File: src/rtl/core/tlsg_pkg.sv
// shared types and constants for the thick line span generator
package tlsg_pkg;

   localparam int COORD_BITS_DEF  = 16;
   localparam int RADIUS_BITS_DEF = 8;

   // imax = r*707/1000 + 1, taken as (r*IMAX_SCALE) >> IMAX_SHIFT, exact for r < 1000
   localparam int IMAX_SCALE = 46334;
   localparam int IMAX_SHIFT = 16;
   localparam int MUL_B_BITS = 16;

   localparam logic MODE_LOAD = 1'b0;
   localparam logic MODE_NEXT = 1'b1;

   typedef enum logic [1:0] {
      T_IDLE,
      T_WALK,
      T_SEND
   } top_state_type;

   typedef enum logic [2:0] {
      W_IDLE,
      W_IMAX,
      W_SQMAX,
      W_STEP,
      W_CMP
   } walk_state_type;

   typedef enum logic [2:0] {
      PH_CENTRE,
      PH_TEST,
      PH_OUTER_LO,
      PH_OUTER_HI,
      PH_INNER_LO,
      PH_INNER_HI
   } phase_type;

   typedef enum logic [1:0] {
      DIR_NONE,
      DIR_UP,
      DIR_DOWN
   } dir_type;

   typedef struct packed {
      logic load;
      logic search;
   } walk_cmd_type;

   typedef struct packed {
      logic done;
      logic found;
   } walk_stat_type;

endpackage

File: src/rtl/core/tlsg_walker.sv
// line walker and circle span sequencer around one shared multiplier
module tlsg_walker
   import tlsg_pkg::*;
#(
   parameter int COORD_BITS  = COORD_BITS_DEF,
   parameter int RADIUS_BITS = RADIUS_BITS_DEF
) (
   input  logic                   clock,
   input  logic                   reset,
   input  walk_cmd_type           cmd,
   input  logic [COORD_BITS-1:0]  ld_x1,
   input  logic [COORD_BITS-1:0]  ld_y1,
   input  logic [COORD_BITS-1:0]  ld_x2,
   input  logic [COORD_BITS-1:0]  ld_y2,
   input  logic [RADIUS_BITS-1:0] ld_radius,
   output walk_stat_type          stat,
   output logic [COORD_BITS-1:0]  span_x,
   output logic [COORD_BITS-1:0]  span_y,
   output logic [RADIUS_BITS:0]   span_len
);

   localparam int SW = COORD_BITS + RADIUS_BITS + 1;
   localparam int MA = RADIUS_BITS + 1;
   localparam int PW = MA + MUL_B_BITS;
   localparam int QW = 2 * RADIUS_BITS;
   localparam int EW = COORD_BITS + 1;

   walk_state_type         state_ff, state_in;
   logic                   busy_ff, busy_in;
   walk_stat_type          stat_ff, stat_in;
   logic [COORD_BITS-1:0]  ccol_ff, ccol_in, crow_ff, crow_in;
   logic [COORD_BITS-1:0]  dcol_ff, dcol_in, drow_ff, drow_in;
   logic [COORD_BITS-1:0]  major_ff, major_in;
   dir_type                dircol_ff, dircol_in, dirrow_ff, dirrow_in;
   logic [EW-1:0]          cerr_ff, cerr_in, rerr_ff, rerr_in;
   logic [EW-1:0]          steps_ff, steps_in;
   logic [RADIUS_BITS:0]   idx_ff, idx_in;
   logic [RADIUS_BITS-1:0] half_ff, half_in;
   phase_type              phase_ff, phase_in;
   logic [RADIUS_BITS-1:0] radius_ff, radius_in;
   logic [RADIUS_BITS-1:0] imax_ff, imax_in;
   logic [QW-1:0]          sqmax_ff, sqmax_in;
   logic [QW-1:0]          isq_ff, isq_in;
   logic [COORD_BITS-1:0]  span_x_ff, span_x_in, span_y_ff, span_y_in;
   logic [RADIUS_BITS:0]   span_len_ff, span_len_in;

   logic [MA-1:0]          mul_a;
   logic [MUL_B_BITS-1:0]  mul_b;
   logic [PW-1:0]          prod;

   logic                   reject;
   logic [EW-1:0]          cerr_sum, rerr_sum, steps_dec;
   logic [SW-1:0]          cx_w, cy_w, r_w, i_w, h_w, sx_w, sy_w;
   logic [RADIUS_BITS:0]   step_len;
   logic [QW:0]            circ_sum;

   function automatic logic [COORD_BITS-1:0] move_coord(
      input logic [COORD_BITS-1:0] c,
      input dir_type               d
   );
      logic [COORD_BITS-1:0] res;
      case (d)
         DIR_UP:   res = c + COORD_BITS'(1);
         DIR_DOWN: res = c - COORD_BITS'(1);
         default:  res = c;
      endcase
      return res;
   endfunction

   // the one shared multiplier
   assign prod = PW'(mul_a) * PW'(mul_b);

   assign reject = (ld_radius == '0)
                || (SW'(ld_x1) < SW'(ld_radius)) || (SW'(ld_x2) < SW'(ld_radius))
                || (SW'(ld_y1) < SW'(ld_radius)) || (SW'(ld_y2) < SW'(ld_radius));

   assign cerr_sum  = cerr_ff + EW'(dcol_ff);
   assign rerr_sum  = rerr_ff + EW'(drow_ff);
   assign steps_dec = (steps_ff != '0) ? steps_ff - EW'(1) : steps_ff;

   assign cx_w = SW'(ccol_ff);
   assign cy_w = SW'(crow_ff);
   assign r_w  = SW'(radius_ff);
   assign i_w  = SW'(idx_ff);
   assign h_w  = SW'(half_ff);
   assign circ_sum = (QW + 1)'(isq_ff) + (QW + 1)'(prod[QW-1:0]);

   always_comb begin
      state_in    = state_ff;
      busy_in     = busy_ff;
      stat_in     = '0;
      ccol_in     = ccol_ff;
      crow_in     = crow_ff;
      dcol_in     = dcol_ff;
      drow_in     = drow_ff;
      major_in    = major_ff;
      dircol_in   = dircol_ff;
      dirrow_in   = dirrow_ff;
      cerr_in     = cerr_ff;
      rerr_in     = rerr_ff;
      steps_in    = steps_ff;
      idx_in      = idx_ff;
      half_in     = half_ff;
      phase_in    = phase_ff;
      radius_in   = radius_ff;
      imax_in     = imax_ff;
      sqmax_in    = sqmax_ff;
      isq_in      = isq_ff;
      span_x_in   = span_x_ff;
      span_y_in   = span_y_ff;
      span_len_in = span_len_ff;
      mul_a       = '0;
      mul_b       = '0;
      sx_w        = '0;
      sy_w        = '0;
      step_len    = '0;
      case (state_ff)
         W_IDLE: begin
            if (cmd.load) begin
               radius_in = ld_radius;
               busy_in   = !reject;
               ccol_in   = ld_x1;
               crow_in   = ld_y1;
               cerr_in   = '0;
               rerr_in   = '0;
               idx_in    = '0;
               half_in   = '0;
               phase_in  = PH_CENTRE;
               if (ld_x2 > ld_x1) begin
                  dcol_in = ld_x2 - ld_x1; dircol_in = DIR_UP;
               end else if (ld_x2 < ld_x1) begin
                  dcol_in = ld_x1 - ld_x2; dircol_in = DIR_DOWN;
               end else begin
                  dcol_in = '0; dircol_in = DIR_NONE;
               end
               if (ld_y2 > ld_y1) begin
                  drow_in = ld_y2 - ld_y1; dirrow_in = DIR_UP;
               end else if (ld_y2 < ld_y1) begin
                  drow_in = ld_y1 - ld_y2; dirrow_in = DIR_DOWN;
               end else begin
                  drow_in = '0; dirrow_in = DIR_NONE;
               end
               if (reject) begin
                  stat_in.done = 1'b1;
               end else begin
                  state_in = W_IMAX;
               end
            end else if (cmd.search) begin
               state_in = W_STEP;
            end
         end
         W_IMAX: begin
            mul_a    = MA'(radius_ff);
            mul_b    = MUL_B_BITS'(IMAX_SCALE);
            imax_in  = prod[IMAX_SHIFT +: RADIUS_BITS] + RADIUS_BITS'(1);
            major_in = (dcol_ff > drow_ff) ? dcol_ff : drow_ff;
            state_in = W_SQMAX;
         end
         W_SQMAX: begin
            mul_a    = MA'(radius_ff);
            mul_b    = MUL_B_BITS'(radius_ff);
            sqmax_in = prod[QW-1:0] + QW'(radius_ff >> 1);
            steps_in = EW'(major_ff) + EW'(2);
            state_in = W_STEP;
         end
         W_STEP: begin
            if (!busy_ff) begin
               stat_in.done = 1'b1;
               state_in     = W_IDLE;
            end else begin
               case (phase_ff)
                  PH_CENTRE: begin
                     sx_w     = cx_w - r_w;
                     sy_w     = cy_w;
                     step_len = (RADIUS_BITS + 1)'(radius_ff) << 1;
                     idx_in   = (RADIUS_BITS + 1)'(1);
                     half_in  = radius_ff;
                     phase_in = PH_TEST;
                  end
                  PH_TEST: begin
                     if (idx_ff > (RADIUS_BITS + 1)'(imax_ff)) begin
                        // move the brush centre one step along the line
                        if (cerr_sum > EW'(major_ff)) begin
                           cerr_in = cerr_sum - EW'(major_ff);
                           ccol_in = move_coord(ccol_ff, dircol_ff);
                        end else begin
                           cerr_in = cerr_sum;
                        end
                        if (rerr_sum > EW'(major_ff)) begin
                           rerr_in = rerr_sum - EW'(major_ff);
                           crow_in = move_coord(crow_ff, dirrow_ff);
                        end else begin
                           rerr_in = rerr_sum;
                        end
                        steps_in = steps_dec;
                        if (steps_dec == '0) begin
                           busy_in = 1'b0;
                        end
                        phase_in = PH_CENTRE;
                     end else begin
                        mul_a    = MA'(idx_ff);
                        mul_b    = MUL_B_BITS'(idx_ff);
                        isq_in   = prod[QW-1:0];
                        state_in = W_CMP;
                     end
                  end
                  PH_OUTER_LO: begin
                     sx_w     = cx_w - i_w + SW'(1);
                     sy_w     = cy_w + h_w;
                     step_len = (idx_ff - (RADIUS_BITS + 1)'(1)) << 1;
                     phase_in = PH_OUTER_HI;
                  end
                  PH_OUTER_HI: begin
                     sx_w     = cx_w - i_w + SW'(1);
                     sy_w     = cy_w - h_w;
                     step_len = (idx_ff - (RADIUS_BITS + 1)'(1)) << 1;
                     half_in  = half_ff - RADIUS_BITS'(1);
                     phase_in = PH_INNER_LO;
                  end
                  PH_INNER_LO: begin
                     sx_w     = cx_w - h_w;
                     sy_w     = cy_w + i_w;
                     step_len = (RADIUS_BITS + 1)'(half_ff) << 1;
                     phase_in = PH_INNER_HI;
                  end
                  default: begin
                     sx_w     = cx_w - h_w;
                     sy_w     = cy_w - i_w;
                     step_len = (RADIUS_BITS + 1)'(half_ff) << 1;
                     idx_in   = idx_ff + (RADIUS_BITS + 1)'(1);
                     phase_in = PH_TEST;
                  end
               endcase
               if (step_len != '0) begin
                  span_x_in     = sx_w[COORD_BITS-1:0];
                  span_y_in     = sy_w[COORD_BITS-1:0];
                  span_len_in   = step_len;
                  stat_in.done  = 1'b1;
                  stat_in.found = 1'b1;
                  state_in      = W_IDLE;
               end
            end
         end
         W_CMP: begin
            mul_a = MA'(half_ff);
            mul_b = MUL_B_BITS'(half_ff);
            if (circ_sum > (QW + 1)'(sqmax_ff)) begin
               if (half_ff > imax_ff) begin
                  phase_in = PH_OUTER_LO;
               end else begin
                  half_in  = half_ff - RADIUS_BITS'(1);
                  phase_in = PH_INNER_LO;
               end
            end else begin
               phase_in = PH_INNER_LO;
            end
            state_in = W_STEP;
         end
         default: begin
            state_in = W_IDLE;
         end
      endcase
   end

   always_ff @(posedge clock) begin
      if (reset) begin
         state_ff <= W_IDLE;
         busy_ff  <= 1'b0;
         stat_ff  <= '0;
      end else begin
         state_ff <= state_in;
         busy_ff  <= busy_in;
         stat_ff  <= stat_in;
      end
   end

   always_ff @(posedge clock) begin
      ccol_ff     <= ccol_in;
      crow_ff     <= crow_in;
      dcol_ff     <= dcol_in;
      drow_ff     <= drow_in;
      major_ff    <= major_in;
      dircol_ff   <= dircol_in;
      dirrow_ff   <= dirrow_in;
      cerr_ff     <= cerr_in;
      rerr_ff     <= rerr_in;
      steps_ff    <= steps_in;
      idx_ff      <= idx_in;
      half_ff     <= half_in;
      phase_ff    <= phase_in;
      radius_ff   <= radius_in;
      imax_ff     <= imax_in;
      sqmax_ff    <= sqmax_in;
      isq_ff      <= isq_in;
      span_x_ff   <= span_x_in;
      span_y_ff   <= span_y_in;
      span_len_ff <= span_len_in;
   end

   assign stat     = stat_ff;
   assign span_x   = span_x_ff;
   assign span_y   = span_y_ff;
   assign span_len = span_len_ff;

   a_cmp_in_range: assert property (@(posedge clock) disable iff (reset)
      state_ff == W_CMP |-> idx_ff <= (RADIUS_BITS + 1)'(imax_ff))
      else $error("circle row index past imax at the compare step");

   a_search_busy: assert property (@(posedge clock) disable iff (reset)
      (cmd.search && state_ff == W_IDLE) |-> busy_ff)
      else $error("search started on a finished command");

   a_found_len: assert property (@(posedge clock) disable iff (reset)
      (stat_ff.done && stat_ff.found) |-> span_len_ff != '0)
      else $error("found span with zero length");

endmodule

File: src/rtl/core/thick_line_span_generator_unit.sv
// top level of the thick line span generator
//
//  channel | direction | handshake          | payload
//  req     | in        | req_valid/req_stall | mode, end points, brush radius, colour
//  rsp     | out       | rsp_valid/rsp_stall | span x, y, length, colour, last
//
// load: imax and sqmax set-up, then its first search; next: a search and the send
// a search steps through the circle phases, the row tests on the shared multiplier and
// the brush steps; the output register load waits while rsp_stall holds a response
// reset needs no clearing pass; the block is ready for a request once reset falls
// a request is taken while a response still waits under rsp_stall
// the block stalls requests while its walker searches or a finished span waits
module thick_line_span_generator_unit
   import tlsg_pkg::*;
#(
   parameter int COORD_BITS  = COORD_BITS_DEF,
   parameter int RADIUS_BITS = RADIUS_BITS_DEF
) (
   input  logic        clock,
   input  logic        reset,
   input  logic        req_valid,
   output logic        req_stall,
   input  logic        req_mode,
   input  logic [15:0] req_x_start,
   input  logic [15:0] req_y_start,
   input  logic [15:0] req_x_end,
   input  logic [15:0] req_y_end,
   input  logic [7:0]  req_brush_radius,
   input  logic [15:0] req_colour,
   output logic        rsp_valid,
   input  logic        rsp_stall,
   output logic [15:0] rsp_span_x,
   output logic [15:0] rsp_span_y,
   output logic [8:0]  rsp_span_length,
   output logic [15:0] rsp_span_colour,
   output logic        rsp_last
);

   top_state_type          state_ff, state_in;
   logic                   pend_valid_ff, pend_valid_in;
   logic                   emit_ff, emit_in;
   logic [15:0]            colour_ff, colour_in;
   logic [COORD_BITS-1:0]  cand_x_ff, cand_x_in, cand_y_ff, cand_y_in;
   logic [RADIUS_BITS:0]   cand_len_ff, cand_len_in;
   logic                   rsp_valid_ff, rsp_valid_in;
   logic [15:0]            rsp_span_x_ff, rsp_span_x_in;
   logic [15:0]            rsp_span_y_ff, rsp_span_y_in;
   logic [8:0]             rsp_span_length_ff, rsp_span_length_in;
   logic [15:0]            rsp_span_colour_ff, rsp_span_colour_in;
   logic                   rsp_last_ff, rsp_last_in;

   logic                   req_accept;
   logic                   send_go;
   walk_cmd_type           cmd;
   walk_stat_type          stat;
   logic [COORD_BITS-1:0]  w_span_x, w_span_y;
   logic [RADIUS_BITS:0]   w_span_len;

   tlsg_walker #(
      .COORD_BITS  (COORD_BITS),
      .RADIUS_BITS (RADIUS_BITS)
   ) u_walker (
      .clock     (clock),
      .reset     (reset),
      .cmd       (cmd),
      .ld_x1     (req_x_start[COORD_BITS-1:0]),
      .ld_y1     (req_y_start[COORD_BITS-1:0]),
      .ld_x2     (req_x_end[COORD_BITS-1:0]),
      .ld_y2     (req_y_end[COORD_BITS-1:0]),
      .ld_radius (req_brush_radius[RADIUS_BITS-1:0]),
      .stat      (stat),
      .span_x    (w_span_x),
      .span_y    (w_span_y),
      .span_len  (w_span_len)
   );

   assign req_stall  = (state_ff != T_IDLE);
   assign req_accept = req_valid && !req_stall;
   assign send_go    = (state_ff == T_SEND) && (!rsp_valid_ff || !rsp_stall);

   always_comb begin
      state_in           = state_ff;
      pend_valid_in      = pend_valid_ff;
      emit_in            = emit_ff;
      colour_in          = colour_ff;
      cand_x_in          = cand_x_ff;
      cand_y_in          = cand_y_ff;
      cand_len_in        = cand_len_ff;
      rsp_valid_in       = rsp_valid_ff && rsp_stall;
      rsp_span_x_in      = rsp_span_x_ff;
      rsp_span_y_in      = rsp_span_y_ff;
      rsp_span_length_in = rsp_span_length_ff;
      rsp_span_colour_in = rsp_span_colour_ff;
      rsp_last_in        = rsp_last_ff;
      cmd                = '0;
      case (state_ff)
         T_IDLE: begin
            if (req_accept) begin
               if (req_mode == MODE_LOAD) begin
                  colour_in     = req_colour;
                  pend_valid_in = 1'b0;
                  emit_in       = 1'b0;
                  cmd.load      = 1'b1;
                  state_in      = T_WALK;
               end else if (pend_valid_ff) begin
                  // the span found ahead goes out once the one after it is known
                  cand_x_in   = w_span_x;
                  cand_y_in   = w_span_y;
                  cand_len_in = w_span_len;
                  emit_in     = 1'b1;
                  cmd.search  = 1'b1;
                  state_in    = T_WALK;
               end
            end
         end
         T_WALK: begin
            if (stat.done) begin
               pend_valid_in = stat.found;
               state_in      = emit_ff ? T_SEND : T_IDLE;
            end
         end
         T_SEND: begin
            if (send_go) begin
               rsp_valid_in       = 1'b1;
               rsp_span_x_in      = 16'(cand_x_ff);
               rsp_span_y_in      = 16'(cand_y_ff);
               rsp_span_length_in = 9'(cand_len_ff);
               rsp_span_colour_in = colour_ff;
               rsp_last_in        = !pend_valid_ff;
               state_in           = T_IDLE;
            end
         end
         default: begin
            state_in = T_IDLE;
         end
      endcase
   end

   always_ff @(posedge clock) begin
      if (reset) begin
         state_ff      <= T_IDLE;
         pend_valid_ff <= 1'b0;
         rsp_valid_ff  <= 1'b0;
      end else begin
         state_ff      <= state_in;
         pend_valid_ff <= pend_valid_in;
         rsp_valid_ff  <= rsp_valid_in;
      end
   end

   always_ff @(posedge clock) begin
      emit_ff            <= emit_in;
      colour_ff          <= colour_in;
      cand_x_ff          <= cand_x_in;
      cand_y_ff          <= cand_y_in;
      cand_len_ff        <= cand_len_in;
      rsp_span_x_ff      <= rsp_span_x_in;
      rsp_span_y_ff      <= rsp_span_y_in;
      rsp_span_length_ff <= rsp_span_length_in;
      rsp_span_colour_ff <= rsp_span_colour_in;
      rsp_last_ff        <= rsp_last_in;
   end

   assign rsp_valid       = rsp_valid_ff;
   assign rsp_span_x      = rsp_span_x_ff;
   assign rsp_span_y      = rsp_span_y_ff;
   assign rsp_span_length = rsp_span_length_ff;
   assign rsp_span_colour = rsp_span_colour_ff;
   assign rsp_last        = rsp_last_ff;

   a_done_in_walk: assert property (@(posedge clock) disable iff (reset)
      stat.done |-> state_ff == T_WALK)
      else $error("walker finished outside of a walk");

   a_next_when_idle: assert property (@(posedge clock) disable iff (reset)
      (req_accept && req_mode == MODE_NEXT && !pend_valid_ff) |=> state_ff == T_IDLE)
      else $error("next request on a finished command started work");

   a_rsp_len: assert property (@(posedge clock) disable iff (reset)
      rsp_valid_ff |-> rsp_span_length_ff != '0)
      else $error("response with zero span length");

endmodule
File: config.mk
export PLATFORM = sky130hd
export DESIGN_NAME = thick_line_span_generator_unit
export DESIGN_NICKNAME = d
export VERILOG_FILES = /design/src/rtl/core/tlsg_pkg.sv /design/src/rtl/core/tlsg_walker.sv /design/src/rtl/core/thick_line_span_generator_unit.sv
export SDC_FILE = /design/constraint.sdc
export NUM_CORES = 1
export LEC_CHECK = 0
export BUFFER_PORTS_ARGS = -buffer_cell sky130_fd_sc_hd__buf_2
export CAP_MARGIN = 20
export CORE_MARGIN = 1.5
export CORE_UTILIZATION = 55
export DETAILED_ROUTE_END_ITERATION = 7
export PLACE_DENSITY = 0.73
export RECOVER_POWER = 25
export SETUP_SLACK_MARGIN = 0.02
export SLEW_MARGIN = 0
export SYNTH_ARGS = -nofsm -noshare
export SYNTH_HDL_FRONTEND = slang
export SYNTH_SLANG_ARGS = --single-unit
File: constraint.sdc
create_clock -name clock -period 11.8 [get_ports clock]
set_clock_uncertainty 0.2 [all_clocks]
set_input_delay 2.36 -clock clock [delete_from_list [all_inputs] [get_ports clock]]
set_output_delay 2.36 -clock clock [all_outputs]
set_load 0.02 [all_outputs]
==> results.py, run 1 <==
metrics = {
    "placement": {
        "dp_hpwl_mm": 65.8,
        "globalplace.congestion": 0.976,
        "portBuffers": 151,
        "placed_cell_area_mm2": 0.0326,
    },
    "detailed_routing": {
        "vias_per_cell": 6.01,
        "wl_per_cell_um": 20.2,
        "drc": 0,
        "vias": 25000,
        "ant_nets": 0,
        "wl_mm": 84.2,
        "drt_iter0_markers": 2327,
        "first_pass_iters": 6,
    },
    "grt": {
        "met2_usage_pct": 48.6,
        "grt_use_total_pct": 29.1,
        "grt_use_met1_pct": 37.7,
        "busiest_layer": "met2",
        "grt_pass1_vias": 24100,
        "overflow": 0,
        "grt_pass1_wl_mm": 131,
        "grt_max_degree": 77,
        "grt_use_met3_pct": 4.25,
        "antenna_found_initial": 3,
    },
    "logic_synthesis": {
        "syn_area_mm2": 0.0310,
        "synth_edf_count": 357,
        "synthTopCellsByArea": "edfxtp_1 35%, ha_1 15%, fa_1 5.6%",
        "synth.top_cell.area_share_pct": 34.6,
        "synth_warnings": 0,
        "async_reset_ff_share_pct": 0,
        "postSynthAreaPerCell_um2": 9.59,
        "ys_ff_latch": 367,
        "seq_area_frac_synth_pct": 35.2,
        "yosysTopAreaCell": "edfxtp_1",
        "synth_ff_type": "edfxtp_1",
        "synthCells": 3232,
        "synth_cell_types": 90,
    },
    "pwr": {
        "combPwrFrac_pct": 47.3,
        "powerDensity_mw_per_mm2": 168,
        "leakagePower_nw": 14.7,
        "switching_share_pct": 39.2,
        "clkPwrFrac_pct": 23.7,
        "ir_drop_mv": 0.167,
        "p_sw_mw": 2.24,
        "power_frac_seq_pct": 28.9,
        "p_int_mw": 3.47,
    },
    "final_layout": {
        "final_util_pct": 61.4,
        "largestRegisters": "u_walker.cerr_ff x17, u_walker.rerr_ff x17, u_walker.steps_ff x17",
        "layout-drive-gt1-share_pct": 8.47,
        "area_growth_syn_to_layout_pct": 9.80,
        "design_area_mm2": 0.0340,
        "nets": 3934,
        "diodes": 0,
        "n_fill_cell": 4605,
    },
    "critical_path": {
        "path_buf_inv": 7,
        "endpoint_kind": "flop",
        "critPathMaxStageDelay_ns": 0.69,
        "crit_arrival_ns": 10.85,
        "required_ns": 11.85,
        "slowest_stage": "a21oi_1",
        "start_kind": "flop",
        "critPathKind": "flop to flop",
        "path_delay_family": "compound AO/OA/AOI/OAI gates",
        "crit_fanout": 19,
        "crit_top_cell": "inv_1",
    },
    "floorplan": {
        "start_util_pct": 55.9,
        "core-area_mm2": 0.0554,
        "rows": 86,
        "fp.dieH_um": 240,
        "io-pin-count": 153,
        "die_area_mm2": 0.0578,
        "die_w_um": 240,
    },
    "clocking": {
        "cts-root-buf": "clkbuf_16",
        "cts_sinks": 367,
        "clk_pin_slew_ns": 0.06,
        "cts_resized": 0,
        "h-tree-depth": 2,
        "cts_buffers": 42,
        "clk_latency_ns": 0.59,
        "postCtsSetupBuffers": 0,
        "cts.path.max_buffers": 3,
        "cts_tree": "yes",
        "hold_buffers": 0,
    },
    "sta": {
        "period_share_pct": 91.5,
        "fmax_ghz": 0.0926,
        "hold_viol": 0,
        "rsz0062_at_grt": "false",
        "layout_min_cycle_time_ns": 10.80,
        "setup_viol": 0,
        "setup_tns_ns": 0,
        "relSlewSlack_pct": -132,
        "worst_slew_pin_slew_ns": 3.47,
        "drv_slew": 153,
    },
    "outcome": {
        "status": "finished, violations left",
        "violations": "max-capacitance violations, max-slew violations",
    },
    "worst_hold_path": {
        "hold_path_class": "flop to flop",
    },
    "job": {
        "drv_cap": 3,
    },
}
-- cell usage after synthesis (23+ instances only) --
cell      count
mux2i_1      28
o21bai_1     31
a21oi_1     240
a21o_1       89
a221oi_1     28
nor2_1      203
o31ai_1      23
or3_1        23
xnor2_1     140
o21ai_0     202
nand2b_1     28
o211ai_1     26
clkbuf_1     70
xor2_1       56
ha_1        373
a211oi_1     26
edfxtp_1    357
o21a_1       32
nand3_1      71
nand2_1     210
nor3_1       72
fa_1         87
nor2b_1      35
a31oi_1      29
inv_1       377
nand4_1      31
-- per-layer routing --
metal  vias to the layer above  routed length, um
li1                      12000                  -
met1                     11900              35100
met5                         -                 48
met4                         6               3970
met2                       920              39400
met3                       210               5680
-- logic make-up after synthesis --
family	share of synthesized area, %
buffers and inverters	5.79
multiplexers	1.63
XOR/XNOR	5.59
adder cells (fa/ha/maj)	20.7
other	0.0242
flip-flops	35.2
AND/OR/NAND/NOR	12.8
AO/OA/AOI/OAI	18.3
-- power groups by stage --
stage / combinational [mW] / sequential (mW) / clock, mW
CTS: 2.68 / 1.65 / 1.37
global placement: 2.57 / 1.67 / 0
floorplan: 2.05 / 1.64 / 0
detailed placement: 2.65 / 1.68 / 0
global route: 3.02 / 1.66 / 1.42
finish: 2.70 / 1.65 / 1.35
-- worst paths after layout --
kind | cells past startpoint | slack, ns | from | end
worst max-delay path | 40 | 1.0 | u_walker.idx_ff[0]$_SDFFCE_PN0P_ | u_walker.half_ff[5]$_DFFE_PP_
worst min-delay path | 0 | 0.21 | cand_y_ff[9]$_DFFE_PP_ | rsp_span_y[9]$_DFFE_PP_
worst max register to register | 40 | 1.0 | u_walker.idx_ff[0]$_SDFFCE_PN0P_ | u_walker.half_ff[5]$_DFFE_PP_
worst min register to register | 0 | 0.21 | cand_y_ff[9]$_DFFE_PP_ | rsp_span_y[9]$_DFFE_PP_
-- metrics by stage --
| step | instances | hold WS [ns] | setup slack (ns) | total power [mW] |
|---|---|---|---|---|
| 6_report | 4162 | 0.214 | 0.998 | 5.70 |
| 5_1_grt | 4162 | 0.221 | 0.0906 | 6.09 |
| 3_5_place_dp | 4082 | 0.205 | 1.09 | 4.33 |
| 4_1_cts | 4159 | 0.218 | 1.03 | 5.70 |
| 3_3_place_gp | 4082 | 0.201 | 1.48 | 4.24 |
| 2_1_floorplan | 3250 | 0.200 | 2.58 | 3.69 |
-- area by class of cell --
cell class	count	area, um^2	share of cell area (%)
Clock buffer	52	1110	3.26
Multi-Input combinational cell	2413	18400	54.0
Timing Repair Buffer	174	921	2.71
Inverter	383	1440	4.22
Tap cell	748	936	2.75
Sequential cell	367	10900	32.1
Clock inverter	25	329	0.967
-- cell usage in the layout, fill, tap and decap left out, types with 26 or more instances in the layout --
cell       count
clkbuf_16     42
nand3_1       72
xor2_1        56
mux2i_1       28
clkbuf_1      26
a31oi_1       29
fa_1          87
nor3_1        72
nand4_1       31
a21o_1        89
nor2b_1       35
nand2b_1      28
a221oi_1      28
nor2_1       202
o211ai_1      26
inv_1        375
o21bai_1      31
o21ai_0      202
edfxtp_1     357
nand2_1      210
buf_2        137
o21a_1        32
xnor2_1      140
ha_1         373
a21oi_1      239
(Power assumes the default switching activity.)
==> run 2, diff against run 1 <==
--- a/config.mk
+++ b/config.mk
@@ -8,9 +8,9 @@
 export BUFFER_PORTS_ARGS = -buffer_cell sky130_fd_sc_hd__buf_2
 export CAP_MARGIN = 20
 export CORE_MARGIN = 1.5
-export CORE_UTILIZATION = 55
+export CORE_UTILIZATION = 62
 export DETAILED_ROUTE_END_ITERATION = 7
-export PLACE_DENSITY = 0.73
+export PLACE_DENSITY = 0.8
 export RECOVER_POWER = 25
 export SETUP_SLACK_MARGIN = 0.02
 export SLEW_MARGIN = 0
==> run 2 against run 1 <==
The flow still finishes with violations (max-capacitance violations, max-slew violations); via count rose by 1.8%; register-to-register slack improved by 0.03 ns; sequential power barely moved; sequential share of layout area rose by 0.15 points; global-route usage rose by 4.5 points; maximum frequency rose by 0.27%; worst hold slack got worse by 0.0079 ns; worst setup slack improved by 0.029 ns; cell area fell by 0.46%; non-clock buffer count rose by 2.
==> results.py, run 2 (synthesis gave the netlist of run 1 again) <==
metrics = {
    "outcome": {
        "status": "finished, violations left",
        "violations": "max-capacitance violations, max-slew violations",
    },
    "grt": {
        "grt_pass1_wl_mm": 134,
        "grt_use_total_pct": 33.7,
        "antenna_found_initial": 4,
        "grt_pass1_vias": 25000,
        "grt_max_degree": 66,
        "overflow": 0,
    },
    "clocking": {
        "clk_pin_slew_ns": 0.06,
        "cts-root-buf": "clkbuf_16",
        "cts.path.max_buffers": 3,
        "postCtsSetupBuffers": 0,
        "h-tree-depth": 2,
        "cts_buffers": 41,
        "cts_resized": 0,
        "hold_buffers": 0,
        "cts_sinks": 367,
        "cts_tree": "yes",
        "clk_latency_ns": 0.60,
    },
    "sta": {
        "drv_slew": 115,
        "relSlewSlack_pct": -99.9,
        "period_share_pct": 91.3,
        "worst_slew_pin_slew_ns": 3.00,
        "layout_min_cycle_time_ns": 10.77,
        "rsz0062_at_grt": "false",
        "hold_viol": 0,
        "setup_tns_ns": 0,
        "setup_viol": 0,
        "fmax_ghz": 0.0928,
    },
    "detailed_routing": {
        "ant_nets": 0,
        "vias_per_cell": 6.23,
        "first_pass_iters": 6,
        "drt_iter0_markers": 2382,
        "vias": 25400,
        "wl_per_cell_um": 20.9,
        "wl_mm": 85.5,
        "drc": 0,
    },
    "critical_path": {
        "crit_fanout": 33,
        "path_depth": 35,
        "critPathMaxStageDelay_ns": 0.97,
        "start_kind": "flop",
        "required_ns": 11.85,
        "timing.rr.end": "u_walker.half_ff[5]$_DFFE_PP_",
        "critPathKind": "flop to flop",
        "crit_arrival_ns": 10.83,
        "r2r_start": "u_walker.phase_ff[1]$_DFFE_PP_",
        "path_buf_inv": 7,
        "endpoint_kind": "flop",
        "crit_top_cell": "inv_1",
        "slowest_stage": "clkbuf_1",
        "critPathLaunch": "u_walker.phase_ff[1]$_DFFE_PP_",
        "cp-endpoint": "u_walker.half_ff[5]$_DFFE_PP_",
        "reg2reg_depth": 35,
        "rrSetupSlack_ns": 1.03,
        "path_delay_family": "adder cells",
    },
    "floorplan": {
        "io-pin-count": 153,
        "rows": 81,
        "core-area_mm2": 0.0492,
        "fp.dieH_um": 227,
        "start_util_pct": 63.1,
        "die_w_um": 227,
        "die_area_mm2": 0.0513,
    },
    "job": {
        "drv_cap": 2,
    },
    "pwr": {
        "leakagePower_nw": 14.7,
        "powerDensity_mw_per_mm2": 167,
        "ir_drop_mv": 0.153,
    },
    "final_layout": {
        "layout-drive-gt1-share_pct": 8.40,
        "multi_input_area_mm2": 0.0184,
        "area_growth_syn_to_layout_pct": 9.30,
        "nets": 3935,
        "design_area_mm2": 0.0339,
        "final_common_cell": "inv_1",
        "ff_latch_area_mm2": 0.0109,
        "final_cell_mix": "376 x inv_1, 373 x ha_1, 357 x edfxtp_1, 239 x a21oi_1, 210 x nand2_1",
        "n_fill_cell": 3800,
        "largestRegisters": "u_walker.cerr_ff x17, u_walker.rerr_ff x17, u_walker.steps_ff x17",
    },
    "worst_hold_path": {
        "hold_path_class": "flop to flop",
    },
    "placement": {
        "placed_cell_area_mm2": 0.0325,
        "portBuffers": 151,
        "dp_hpwl_mm": 66.0,
        "globalplace.congestion": 0.964,
    },
}
[run 2: cell types whose count changed in the layout (fill, tap and decap cells not counted), sizes merged]
cell      before  now
clkinv        20   24
bufinv         5    2
inv          381  377
clkbuf        70   68
diode          0    4
buf          156  159
clkinvlp       2    5
[run 2: report_power, final]
| part | switching (mW) | total, mW | internal [mW] |
|---|---|---|---|
| Clock | 0.565 | 1.27 | 0.709 |
| Combinational | 1.62 | 2.72 | 1.10 |
| Sequential | 0.0713 | 1.65 | 1.58 |
[run 2: final cells by class]
type	count	share of cell area, %
clock buffers	51	3.20
multi-input cells	2413	54.3
well taps	664	2.45
flip-flops and latches	367	32.2
inverters	383	4.24
diodes	4	0.0295
repair buffers	176	2.80
clock inverters	25	0.757
[run 2: per-layer routing]
layer  track usage [%]  wire length (um)  up-vias
met4              17.0              4470        0
li1                  -                 -    12000
met1              43.7             35000    12100
met2              55.6             39900     1072
met3              4.09              6090      218
met5                 0                 0        -
[run 2: worst min-delay path by stage]
stage                                              start  cells past startpoint                             to  slack [ns]
after floorplan           u_walker.span_len[1]$_DFFE_PP_                      0       cand_len_ff[1]$_DFFE_PP_        0.20
after global placement           colour_ff[13]$_DFFE_PP_                      0  rsp_span_colour[13]$_DFFE_PP_        0.20
after global routing      u_walker.span_len[6]$_DFFE_PP_                      0       cand_len_ff[6]$_DFFE_PP_        0.22
after detailed placement  u_walker.span_len[1]$_DFFE_PP_                      0       cand_len_ff[1]$_DFFE_PP_        0.20
after CTS                         cand_x_ff[1]$_DFFE_PP_                      0        rsp_span_x[1]$_DFFE_PP_        0.21
final                             cand_x_ff[1]$_DFFE_PP_                      0        rsp_span_x[1]$_DFFE_PP_        0.21
[run 2: stage by stage]
stage               util, %  hold slack [ns]  setup WS [ns]  power [mW]  instances
finish                 68.9            0.206           1.03        5.65       4083
global route           68.9            0.218          0.268        6.04       4083
CTS                    68.9            0.206           1.21        5.62       4076
detailed placement     66.2            0.205           1.28        4.33       4000
global placement       66.2            0.201           1.67        4.23       4000
floorplan                 -            0.200           2.58        3.69       3250
